### src/design/lwks_pkg.sv
// Package: shared types, constants and the 4-bit S-box of the key schedule.
`timescale 1ns / 1ps
package lwks_pkg;

  localparam int HALF_W       = 40;  // width of each key half
  localparam int NIB_W        = 4;
  localparam int SUBKEY_W     = 16;
  localparam int RND_W        = 5;   // round index width
  localparam int NROUND_W     = 6;   // round count field width
  localparam int MAX_RESULTS  = 32;  // round keys one item can produce
  localparam int SLICE_ROUNDS = 5;   // leading keys taken straight from the master key

  typedef enum logic [0:0] {
    S_IDLE,
    S_WORK
  } lwks_state_t;

  // control from the sequencer to the nibble datapath
  typedef struct packed {
    logic load;  // take a new master key
    logic step;  // process one nibble
  } lwks_ctrl_t;

  function automatic logic [NIB_W-1:0] sbox4(input logic [NIB_W-1:0] v);
    logic [NIB_W-1:0] r;
    case (v)
      4'h0: r = 4'h0;
      4'h1: r = 4'h8;
      4'h2: r = 4'h6;
      4'h3: r = 4'hd;
      4'h4: r = 4'h5;
      4'h5: r = 4'hf;
      4'h6: r = 4'h7;
      4'h7: r = 4'hc;
      4'h8: r = 4'h4;
      4'h9: r = 4'he;
      4'ha: r = 4'h2;
      4'hb: r = 4'h3;
      4'hc: r = 4'h9;
      4'hd: r = 4'h1;
      4'he: r = 4'hb;
      4'hf: r = 4'ha;
      default: r = 4'h0;
    endcase
    return r;
  endfunction

endpackage

### src/design/lwks_nibble_core.sv
// Nibble-serial datapath: key half shift registers and round key collector.
`timescale 1ns / 1ps
module lwks_nibble_core import lwks_pkg::*; (
  input  logic                    clk,
  input  lwks_ctrl_t              ctrl,
  input  logic [SUBKEY_W-1:0]     key_upper,
  input  logic [63:0]             key_lower,
  output logic [2*HALF_W-1:0]     key_cat,
  output logic [SUBKEY_W-1:0]     sk_next
);

  logic [HALF_W-1:0]   hi;
  logic [HALF_W-1:0]   lo;
  logic [SUBKEY_W-1:0] sk;
  logic [NIB_W-1:0]    h;
  logic [NIB_W-1:0]    l;
  logic [NIB_W-1:0]    t;
  logic [NIB_W-1:0]    o;

  // lowest nibble is the one due next; results enter at the top, so after
  // ten steps the halves hold the updated key in place
  always_comb begin
    h       = hi[NIB_W-1:0];
    l       = lo[NIB_W-1:0];
    t       = sbox4({l[1:0], l[3:2]} ^ h);
    o       = {h[0], h[3:1]} ^ t;
    sk_next = {o, sk[SUBKEY_W-1:NIB_W]};
    key_cat = {hi, lo};
  end

  always_ff @(posedge clk) begin
    if (ctrl.load) begin
      hi <= {key_upper, key_lower[63:HALF_W]};
      lo <= key_lower[HALF_W-1:0];
    end else if (ctrl.step) begin
      hi <= {o, hi[HALF_W-1:NIB_W]};
      lo <= {t, lo[HALF_W-1:NIB_W]};
      sk <= sk_next;
    end
  end

endmodule

### src/design/lightweight_cipher_key_schedule.sv
// Top level: 80-bit-key schedule producing a stream of 16-bit round keys.
`timescale 1ns / 1ps
// One input item (80-bit key, round count) yields min(num_rounds, MAX_ROUNDS, 32)
// round keys on the subkey channel, indexed from zero, with is_last on the
// final one; a count of zero yields nothing. Keys 0..4 are the key's 16-bit
// slices, low to high. Later keys come from a nibble-serial update of the
// two 40-bit key halves, one nibble per cycle through a single S-box, except
// that the last nibble of a key waits while the output register is held; each
// key collects four nibbles. A finished key sits in the output register while
// the next one is computed; a new item is taken once the last key of the run
// has been loaded for output.
module lightweight_cipher_key_schedule import lwks_pkg::*; #(
  parameter int MAX_ROUNDS = 32
) (
  input  logic                clk,
  input  logic                rst,
  input  logic                key_valid,
  output logic                key_ready,
  input  logic [15:0]         key_upper,
  input  logic [63:0]         key_lower,
  input  logic [5:0]          num_rounds,
  output logic                subkey_valid,
  input  logic                subkey_ready,
  output logic [15:0]         subkey,
  output logic [4:0]          subkey_index,
  output logic                is_last
);

  localparam int RND_CAP = (MAX_ROUNDS < MAX_RESULTS) ? MAX_ROUNDS : MAX_RESULTS;

  lwks_state_t          state;
  lwks_state_t          state_next;
  lwks_ctrl_t           ctrl;
  logic [RND_W-1:0]     rnd;
  logic [RND_W-1:0]     last_idx;
  logic [1:0]           dcnt;       // nibbles done in the current round key
  logic [NROUND_W-1:0]  n_eff;
  logic                 can_load;
  logic                 slice_phase;
  logic                 emit;
  logic [2*HALF_W-1:0]  key_cat;
  logic [SUBKEY_W-1:0]  sk_next;
  logic [SUBKEY_W-1:0]  slice;

  lwks_nibble_core u_core (
    .clk       (clk),
    .ctrl      (ctrl),
    .key_upper (key_upper),
    .key_lower (key_lower),
    .key_cat   (key_cat),
    .sk_next   (sk_next)
  );

  // round count clipped to what the block can produce
  assign n_eff = (num_rounds > NROUND_W'(RND_CAP)) ? NROUND_W'(RND_CAP) : num_rounds;

  always_comb begin
    case (rnd)
      5'd0:    slice = key_cat[15:0];
      5'd1:    slice = key_cat[31:16];
      5'd2:    slice = key_cat[47:32];
      5'd3:    slice = key_cat[63:48];
      default: slice = key_cat[79:64];
    endcase
  end

  // next state
  always_comb begin
    state_next = state;
    case (state)
      S_IDLE: begin
        if (key_valid && n_eff != '0) state_next = S_WORK;
      end
      S_WORK: begin
        if (emit && rnd == last_idx) state_next = S_IDLE;
      end
      default: state_next = S_IDLE;
    endcase
  end

  // outputs of the sequencer
  always_comb begin
    can_load    = !subkey_valid || subkey_ready;
    slice_phase = rnd < RND_W'(SLICE_ROUNDS);
    key_ready   = 1'b0;
    emit        = 1'b0;
    ctrl        = '0;
    case (state)
      S_IDLE: begin
        key_ready = 1'b1;
        ctrl.load = key_valid;
      end
      S_WORK: begin
        emit      = can_load && (slice_phase || dcnt == 2'd3);
        ctrl.step = !slice_phase && (dcnt != 2'd3 || can_load);
      end
      default: ;
    endcase
  end

  always_ff @(posedge clk) begin
    if (rst) begin
      state        <= S_IDLE;
      rnd          <= '0;
      dcnt         <= '0;
      subkey_valid <= 1'b0;
    end else begin
      state <= state_next;
      if (ctrl.load) begin
        rnd  <= '0;
        dcnt <= '0;
      end else begin
        if (emit) rnd <= rnd + 1'b1;
        if (ctrl.step) dcnt <= dcnt + 1'b1;
      end
      if (emit) begin
        subkey_valid <= 1'b1;
      end else if (subkey_ready) begin
        subkey_valid <= 1'b0;
      end
    end
  end

  // payload
  always_ff @(posedge clk) begin
    if (ctrl.load) last_idx <= RND_W'(n_eff - 1'b1);
    if (emit) begin
      subkey       <= slice_phase ? slice : sk_next;
      subkey_index <= rnd;
      is_last      <= (rnd == last_idx);
    end
  end

`ifndef NO_ASSERTIONS
  // the nibble counter is back at zero whenever the block waits for a key
  a_idle_clean: assert property (@(posedge clk) disable iff (rst)
    state == S_IDLE |-> dcnt == 2'd0)
    else $error("nibble counter not cleared at end of run");

  // a pending key that is not the last means the run is still going
  a_run_open: assert property (@(posedge clk) disable iff (rst)
    subkey_valid && !is_last |-> state == S_WORK)
    else $error("run ended before its last key");

  // a nonzero round count starts a run
  a_start: assert property (@(posedge clk) disable iff (rst)
    key_valid && key_ready && num_rounds != 6'd0 |=> !key_ready)
    else $error("accepted item did not start a run");

  // slice keys never use the nibble unit
  a_slice_no_step: assert property (@(posedge clk) disable iff (rst)
    state == S_WORK && rnd < RND_W'(SLICE_ROUNDS) |-> !ctrl.step)
    else $error("nibble step during slice rounds");
`endif

endmodule

### config.mk
export PLATFORM = sky130hd
export DESIGN_NAME = lightweight_cipher_key_schedule
export DESIGN_NICKNAME = d
export VERILOG_FILES = /design/src/design/lwks_pkg.sv /design/src/design/lwks_nibble_core.sv /design/src/design/lightweight_cipher_key_schedule.sv
export SDC_FILE = /design/constraint.sdc
export NUM_CORES = 1
export LEC_CHECK = 0
export BUFFER_PORTS_ARGS = -buffer_cell sky130_fd_sc_hd__buf_2
export CAP_MARGIN = 20
export CORE_MARGIN = 2
export CORE_UTILIZATION = 60
export DETAILED_ROUTE_END_ITERATION = 7
export HOLD_SLACK_MARGIN = 0.15
export PLACE_DENSITY = 0.95
export REMOVE_ABC_BUFFERS = 1
export SYNTH_ARGS = -nofsm -noshare
export SYNTH_HDL_FRONTEND = slang
export SYNTH_HIERARCHICAL = 1
export SYNTH_SLANG_ARGS = --single-unit
### constraint.sdc
create_clock -name clk -period 7.7 [get_ports clk]
set_input_delay 0.77 -clock clk [delete_from_list [all_inputs] [get_ports clk]]
set_output_delay 0.77 -clock clk [all_outputs]
set_load 0.02 [all_outputs]
==> metrics.md, run 1 <==
| Metric | Value |
|---|---|
| Outcome | `completed` |
| Initial core utilization | `0.616` |
| Post-DR vias/cell | `6.27` |
| DRC viols | `0` |
| Placed instance area | `around 6700 sq um` |
| 1st-iter DRT viols | `384` |
| FMAX | `368 MHz` |
| Height of the die | `104 um` |
| Minimum clock period | `about 2.7 ns` |
| First-pass GRT wire length | `21800 um` |
| I/O Buffers | `between 100 and 150` |
| Max VDD drop | `~0.00015 V` |
| H-tree depth | `4` |
| Clock Tree Buf Depth | `2` |
| Total power | `1.93 mW` |
| Final Core Density | `0.750` |
| Period utilisation layout | `0.353` |
| Element type at the critical path start | `register` |
| Worst EP required | `8.07 ns` |
| # hold bufs at CTS | `0` |
| Worst Tran Pin Value | `between 1 and 1.5 ns` |
| Total core area | `9770 sq um` |
| Antenna Cells | `0` |
| Async set or reset register ratio after synthesis | `0` |
| Hold endpoint | `u_core/sk[10]$_DFFE_PP_` |
| PwrDens | `263 nW/um^2` |
| Final Skew | `~0.014 ns` |
| Synth Register Bits | `approximately 130` |
| Placer Congestion | `0.801` |
| Crit path launch | `rnd[0]$_SDFFE_PP0P_` |
| Critical path's largest stage delay | `0.61 ns` |
| Slowest cell on the critical path | `nor4_1` |
| DR vias | `4180` |
| Die W | `104 um` |
| Clock-pin slew on the worst setup and hold paths | `~0.06 ns` |
| Routed length per instance | `21.5 um` |
| Core Rows | `36` |
| Slew Viols, Final | `0` |
| CP cell instances | `inv_1, ha_1, nor4_1, nor2_4, nor2_4, a221o_1` |
| Crit Path Category | `register to register` |
| Leak | `around 2.8 nW` |
| Die area | `10900 sq um` |
| Crit Reg-Reg Startpoint | `rnd[0]$_SDFFE_PP0P_` |
| Fill count | `between 500 and 600` |
| Ys flop type | `edfxtp_1` |
| Number of global-route vias before repair | `4131` |
| Number of flops mapped to enable cells by yosys | `119` |
| Grt total ovfl | `0` |
| CTS tree | `done` |
| Sequential area share after synthesis | `0.623` |
| Synth warn | `6` |
| Final instance area | `7330 sq um` |
| Fin. Hold Viols | `0` |
| Detailed Place HPWL | `8820 um` |
| HP Class | `register to register` |
| DRT Pass-1 Iters | `5` |
| Critical Path Fanout Max | `17` |
| # IOs | `~110` |
| Crit Reg-Reg Endpoint | `subkey[15]$_DFFE_PP_` |
| Cells on worst reg2reg path | `6` |
| Skew-Pair Late Insertion Delay | `around 0.52 ns` |
| Post-CTS setup repair buffer count | `0` |
| Initial antenna violation count | `0` |
| Share of layout cells above drive strength 1 | `0.434` |
| RSZ-0062 raised after global routing | `false` |
| Hold_sp | `u_core/sk[14]$_DFFE_PP_` |
| Area of the multi-input gates | `2120 sq um` |
| Sequential Area | `roughly 3800 sq um` |
| Setup TNS Final | `0 ns` |
| Avg Cell Area, Syn | `14.7 sq um` |
| Element type at the critical path end | `register` |
| Top cell type by total area after synthesis | `edfxtp_1` |
| Syn Inst Count | `409` |
| Final setup violation count | `0` |
| PostCTS Resize Cnt | `0` |
| Max Cap Viol | `0` |
| DRT Wirelength | `~14000 um` |
| R2R Setup Slk | `4.98 ns` |
| Area share of the largest cell type after synthesis | `0.593` |
| Post-synth design cell area | `6020 sq um` |
| Area Overhead vs Synth | `21.7%` |
| Ranking of synthesized cells by area | `edfxtp_1 59%, mux2_2 14%, a22oi_1 4.0%` |
| Clk sinks | `around 130` |
| Hold Path Stages | `0` |
| Crit-path most repeated cell | `nor2_4` |
| Total track usage | `0.265` |
| Yosys cell types | `38` |
| Critical path data arrival time | `~3.1 ns` |
| Rel. slew slack | `0.271` |
| TritonCTS Buffers | `17` |
| Post-DRT Antenna Nets | `0` |
| Root Driver | `clkbuf_8` |
| # nets final | `624` |
| Largest net degree at the start of global routing | `95` |
synth_stat cells (all sizes together), types with 2 or more instances:
cell,count
or2,2
ha,13
edfxtp,119
dfxtp,9
xor2,6
clkbuf,12
a21oi,21
a22oi,32
a221o,17
o21ai,9
mux2,76
or3,2
nor4,3
buf,11
mux2i,3
nand3,3
inv,15
xnor2,14
nand2b,6
nor2,12
nand2,11
a221oi,2
nor3,2
nor2b,3
cells by family after synthesis:
| kind of cell | after synthesis | synth area share |
|---|---|---|
| fa+ha+maj | 13 | 0.0270 |
| flops | 128 | 0.623 |
| compound gates | 84 | 0.100 |
| xor+xnor | 20 | 0.0316 |
| buf+inv | 38 | 0.0270 |
| mux | 80 | 0.151 |
| simple gates | 46 | 0.0405 |
metal layers:
metal | up-vias | GRT usage | wire length (um)
li1 | 1824 | - | -
met1 | 2082 | 0.346 | 5550
met2 | 236 | 0.430 | 7210
met3 | 38 | 0.0514 | 1160
met4 | 0 | 0.128 | 420
met5 | - | 0 | 0
sequential cells by signal, indices dropped and copies added, names as in the netlist:
signal        cells
dcnt              2
is_last           1
last_idx          5
rnd               5
state             1
subkey           16
subkey_index      5
subkey_valid      1
u_core/hi        40
u_core/lo        40
u_core/sk        12
placed cells by master (no fill, tap or decap), types with 13 or more instances in the layout:
cell,count
a21oi_1,21
a221o_1,17
a22oi_1,32
buf_2,113
clkbuf_16,16
edfxtp_1,119
ha_1,13
inv_1,13
mux2_2,76
xnor2_1,13
worst max-delay path, delay by kind of cell, from the launching register on:
| family | cells | cell delay (ns) |
|---|---|---|
| flip-flops | 1 | 0.54 |
| adder cells (fa/ha/maj) | 1 | 0.52 |
| AO/OA/AOI/OAI | 1 | 0.25 |
| buffers and inverters | 1 | 0.17 |
| AND/OR/NAND/NOR | 3 | 1.08 |
per-stage QoR:
step                hold slack (ns)  setup slack [ns]  std cells
CTS                           0.455              4.93        665
finish                        0.457              4.98        667
global placement              0.431              4.50        633
detailed placement            0.439              4.43        633
global route                  0.469              4.89        667
floorplan                     0.427              1.23        386
power breakdown:
part           total (mW)  leakage (nW)  internal [mW]  switching, mW
clock network       0.829         0.286          0.523          0.306
logic               0.238          1.27          0.111          0.127
registers           0.860          1.20          0.831         0.0299
total                1.93          2.75           1.46          0.463
cell type report:
cell class | instances | area share
clock inverters | 15 | 0.0265
multi-input cells | 243 | 0.289
flip-flops and latches | 128 | 0.512
well taps | 133 | 0.0227
clock buffers | 17 | 0.0565
inverters | 15 | 0.00768
repair buffers | 116 | 0.0857
worst max path at each step:
stage | endpoint | depth (start not counted)
2_1_floorplan | u_core/hi[0]$_DFFE_PP_ | 2
3_3_place_gp | u_core/hi[8]$_DFFE_PP_ | 4
3_5_place_dp | u_core/hi[36]$_DFFE_PP_ | 4
4_1_cts | u_core/hi[35]$_DFFE_PP_ | 3
5_1_grt | subkey[12]$_DFFE_PP_ | 6
6_report | subkey[15]$_DFFE_PP_ | 6
Note: power is estimated with default switching activity, not from simulation.
==> inputs of run 2 (changes only) <==
Settings changed: CORE_UTILIZATION 60 to 56, PLACE_DENSITY 0.95 to 0.9.
Clock period 7.7 ns to 2.85 ns, I/O delays scaled along.
==> run 2 against run 1 <==
  * Critical path depth unchanged
  * Power increased to 2.8 times the previous value
  * Critical path type unchanged
  * Clock power grew to 2.7 times the previous value
  * Combinational power grew to 3.1 times the previous value
  * Critical endpoint is now subkey[13]$_DFFE_PP_
  * Sequential share of layout area down 5.7 points
==> metrics.md, run 2 (synthesis gave the netlist of run 1 again) <==
| Metric | Value |
|---|---|
| Outcome | `completed` |
| Worst Tran Pin Value | `~0.83 ns` |
| Height of the die | `108 um` |
| Core Rows | `37` |
| Post-DRT Antenna Nets | `0` |
| First-pass GRT wire length | `roughly 24000 um` |
| CTS tree | `done` |
| 1st-iter DRT viols | `~300` |
| Routed length per instance | `20.8 um` |
| Post-place setup slack | `0.313 ns` |
| Final Non-Filler Cells | `around 760` |
| H-tree depth | `4` |
| Die area | `11600 sq um` |
| Period utilisation layout | `0.913` |
| Initial core utilization | `0.581` |
| Element type at the critical path end | `register` |
| Dpl cells | `around 640` |
| Final Worst Setup Slack | `~0.25 ns` |
| Worst EP required | `a little over 3 ns` |
| Fill count | `593` |
| Regs by FF count | `u_core/hi x40, u_core/lo x40, subkey x16` |
| Skew-Pair Late Insertion Delay | `0.52 ns` |
| Slew Viols, Final | `0` |
| RSZ-0062 raised after global routing | `false` |
| FMAX | `384 MHz` |
| Clock-pin slew on the worst setup and hold paths | `0.06 ns` |
| Metal2 WL | `8180 um` |
| # IOs | `114` |
| CP cell instances | `xor2_1, inv_1, ha_1, mux4_2, xnor2_1, a221o_1` |
| # nets final | `715` |
| R2R Setup Slk | `0.25 ns` |
| Die W | `around 110 um` |
| Most frequent cells in the layout | `119 x edfxtp_1, 113 x buf_2, 85 x dlygate4sd3_1` |
| Total track usage | `0.284` |
| Final Skew | `approximately 0.014 ns` |
| Share of layout cells above drive strength 1 | `0.384` |
| Minimum clock period | `approximately 2.6 ns` |
| DRC viols | `0` |
| PwrDens | `645 nW/um^2` |
| Root Driver | `clkbuf_8` |
| TritonCTS Buffers | `17` |
| Critical Path Fanout Max | `6` |
| DRT Pass-1 Iters | `5` |
| Grt total ovfl | `0` |
| Max Cap Viol | `0` |
| HP Class | `input pin to register` |
| Total core area | `10400 sq um` |
| Area Overhead vs Synth | `37.0%` |
| Detailed Place HPWL | `9500 um` |
| Rel. slew slack | `0.446` |
| Max VDD drop | `0.000455 V` |
| Leak | `3.15 nW` |
| Highest routed layer | `met4` |
| I/O Buffers | `~110` |
| Crit Reg-Reg Startpoint | `u_core/lo[2]$_DFFE_PP_` |
| Crit Path Category | `register to register` |
| WL met3 | `1360 um` |
| Slowest cell on the critical path | `mux4_2` |
| Clock Tree Buf Depth | `2` |
| Post-DR vias/cell | `around 5.9` |
| Cells on worst reg2reg path | `6` |
| DR vias | `4458` |
| Element type at the critical path start | `register` |
| Fin. Hold Viols | `0` |
| Largest net degree at the start of global routing | `61` |
| Antenna Cells | `0` |
| Final setup violation count | `0` |
| Critical path's largest stage delay | `between 0.4 and 0.5 ns` |
| Crit Reg-Reg Endpoint | `subkey[13]$_DFFE_PP_` |
| Commonest non-fill, non-tap cell in the layout | `edfxtp_1` |
| Critical path data arrival time | `2.86 ns` |
| Clk sinks | `approximately 130` |
| Initial antenna violation count | `0` |
| Crit path launch | `u_core/lo[2]$_DFFE_PP_` |
| Worst Setup EP | `subkey[13]$_DFFE_PP_` |
| Placer Congestion | `0.879` |
| WL met1 | `5880 um` |
| DRT Wirelength | `15800 um` |
| Number of global-route vias before repair | `4652` |
## run 2: cell types whose count changed in the layout (fill, tap and decap cells not counted), sizes merged
| cell | change |
|---|---|
| dlygate4sd3 | +85 |
| buf | +6 |
| clkbuf | +6 |
| bufinv | -3 |
| clkinv | -3 |
## run 2: through the flow
step | instance area [sq um] | setup TNS (ns) | hold WS (ns) | power, mW | util
6_report | 8250 | 0 | 0.172 | 5.32 | 0.796
3_3_place_gp | 6770 | 0 | 0.439 | 2.95 | 0.653
3_5_place_dp | 6770 | 0 | 0.437 | 2.99 | 0.653
5_1_grt | 8250 | 0 | 0.170 | 5.48 | 0.796
2_1_floorplan | 5920 | -499.78 | 0.354 | 2.76 | -
4_1_cts | 8250 | 0 | 0.161 | 5.30 | 0.796
## run 2: what timing repair did
action / 4_1_cts / 5_1_grt
hold buffers: 85 / 0
setup buffers: 0 / 0
endpoints found under the hold margin: 83 / 0
resized for setup: 0 / 0
## run 2: critical path: cells and delay by family, from the launching register on
family / cells / cell delay [ns]
xor gates and xnor gates: 2 / 0.63
DFF: 1 / 0.45
buffers and inverters: 1 / 0.17
muxes: 1 / 0.49
AOI/OAI and AO/OA: 1 / 0.34
adders and majority gates: 1 / 0.25
## run 2: power breakdown
part           internal (mW)  switching [mW]
combinational          0.381           0.367
clock                   1.42           0.830
sequential              2.24          0.0822
total                   4.05            1.28
## run 2: layer usage
| layer | GRT usage | vias to the layer above |
|---|---|---|
| li1 | - | 2008 |
| met1 | 0.342 | 2180 |
| met2 | 0.495 | 242 |
| met3 | 0.0605 | 28 |
| met4 | 0.114 | 0 |
| met5 | 0 | - |
## run 2: final cells by class
type                    instances  area (sq um)  share of cell area
inverters                      15          56.3             0.00682
clock buffers                  23           543              0.0658
flip-flops and latches        128          3750               0.455
well taps                     136           170              0.0206
clock inverters                 9          88.8              0.0108
multi-input cells             243          2120               0.257
repair buffers                207          1520               0.184
## run 2: worst min path at each step
stage                                 start                   endpoint  slack, ns  cells after the start
floorplan                               rst  subkey_valid$_SDFFE_PP0P_       0.35                      1
global placement     u_core/sk[8]$_DFFE_PP_     u_core/sk[4]$_DFFE_PP_       0.44                      0
detailed placement  u_core/sk[12]$_DFFE_PP_     u_core/sk[8]$_DFFE_PP_       0.44                      0
CTS                           key_upper[15]    u_core/hi[39]$_DFFE_PP_       0.16                      3
global route                  key_upper[15]    u_core/hi[39]$_DFFE_PP_       0.17                      3
finish                        key_upper[15]    u_core/hi[39]$_DFFE_PP_       0.17                      3
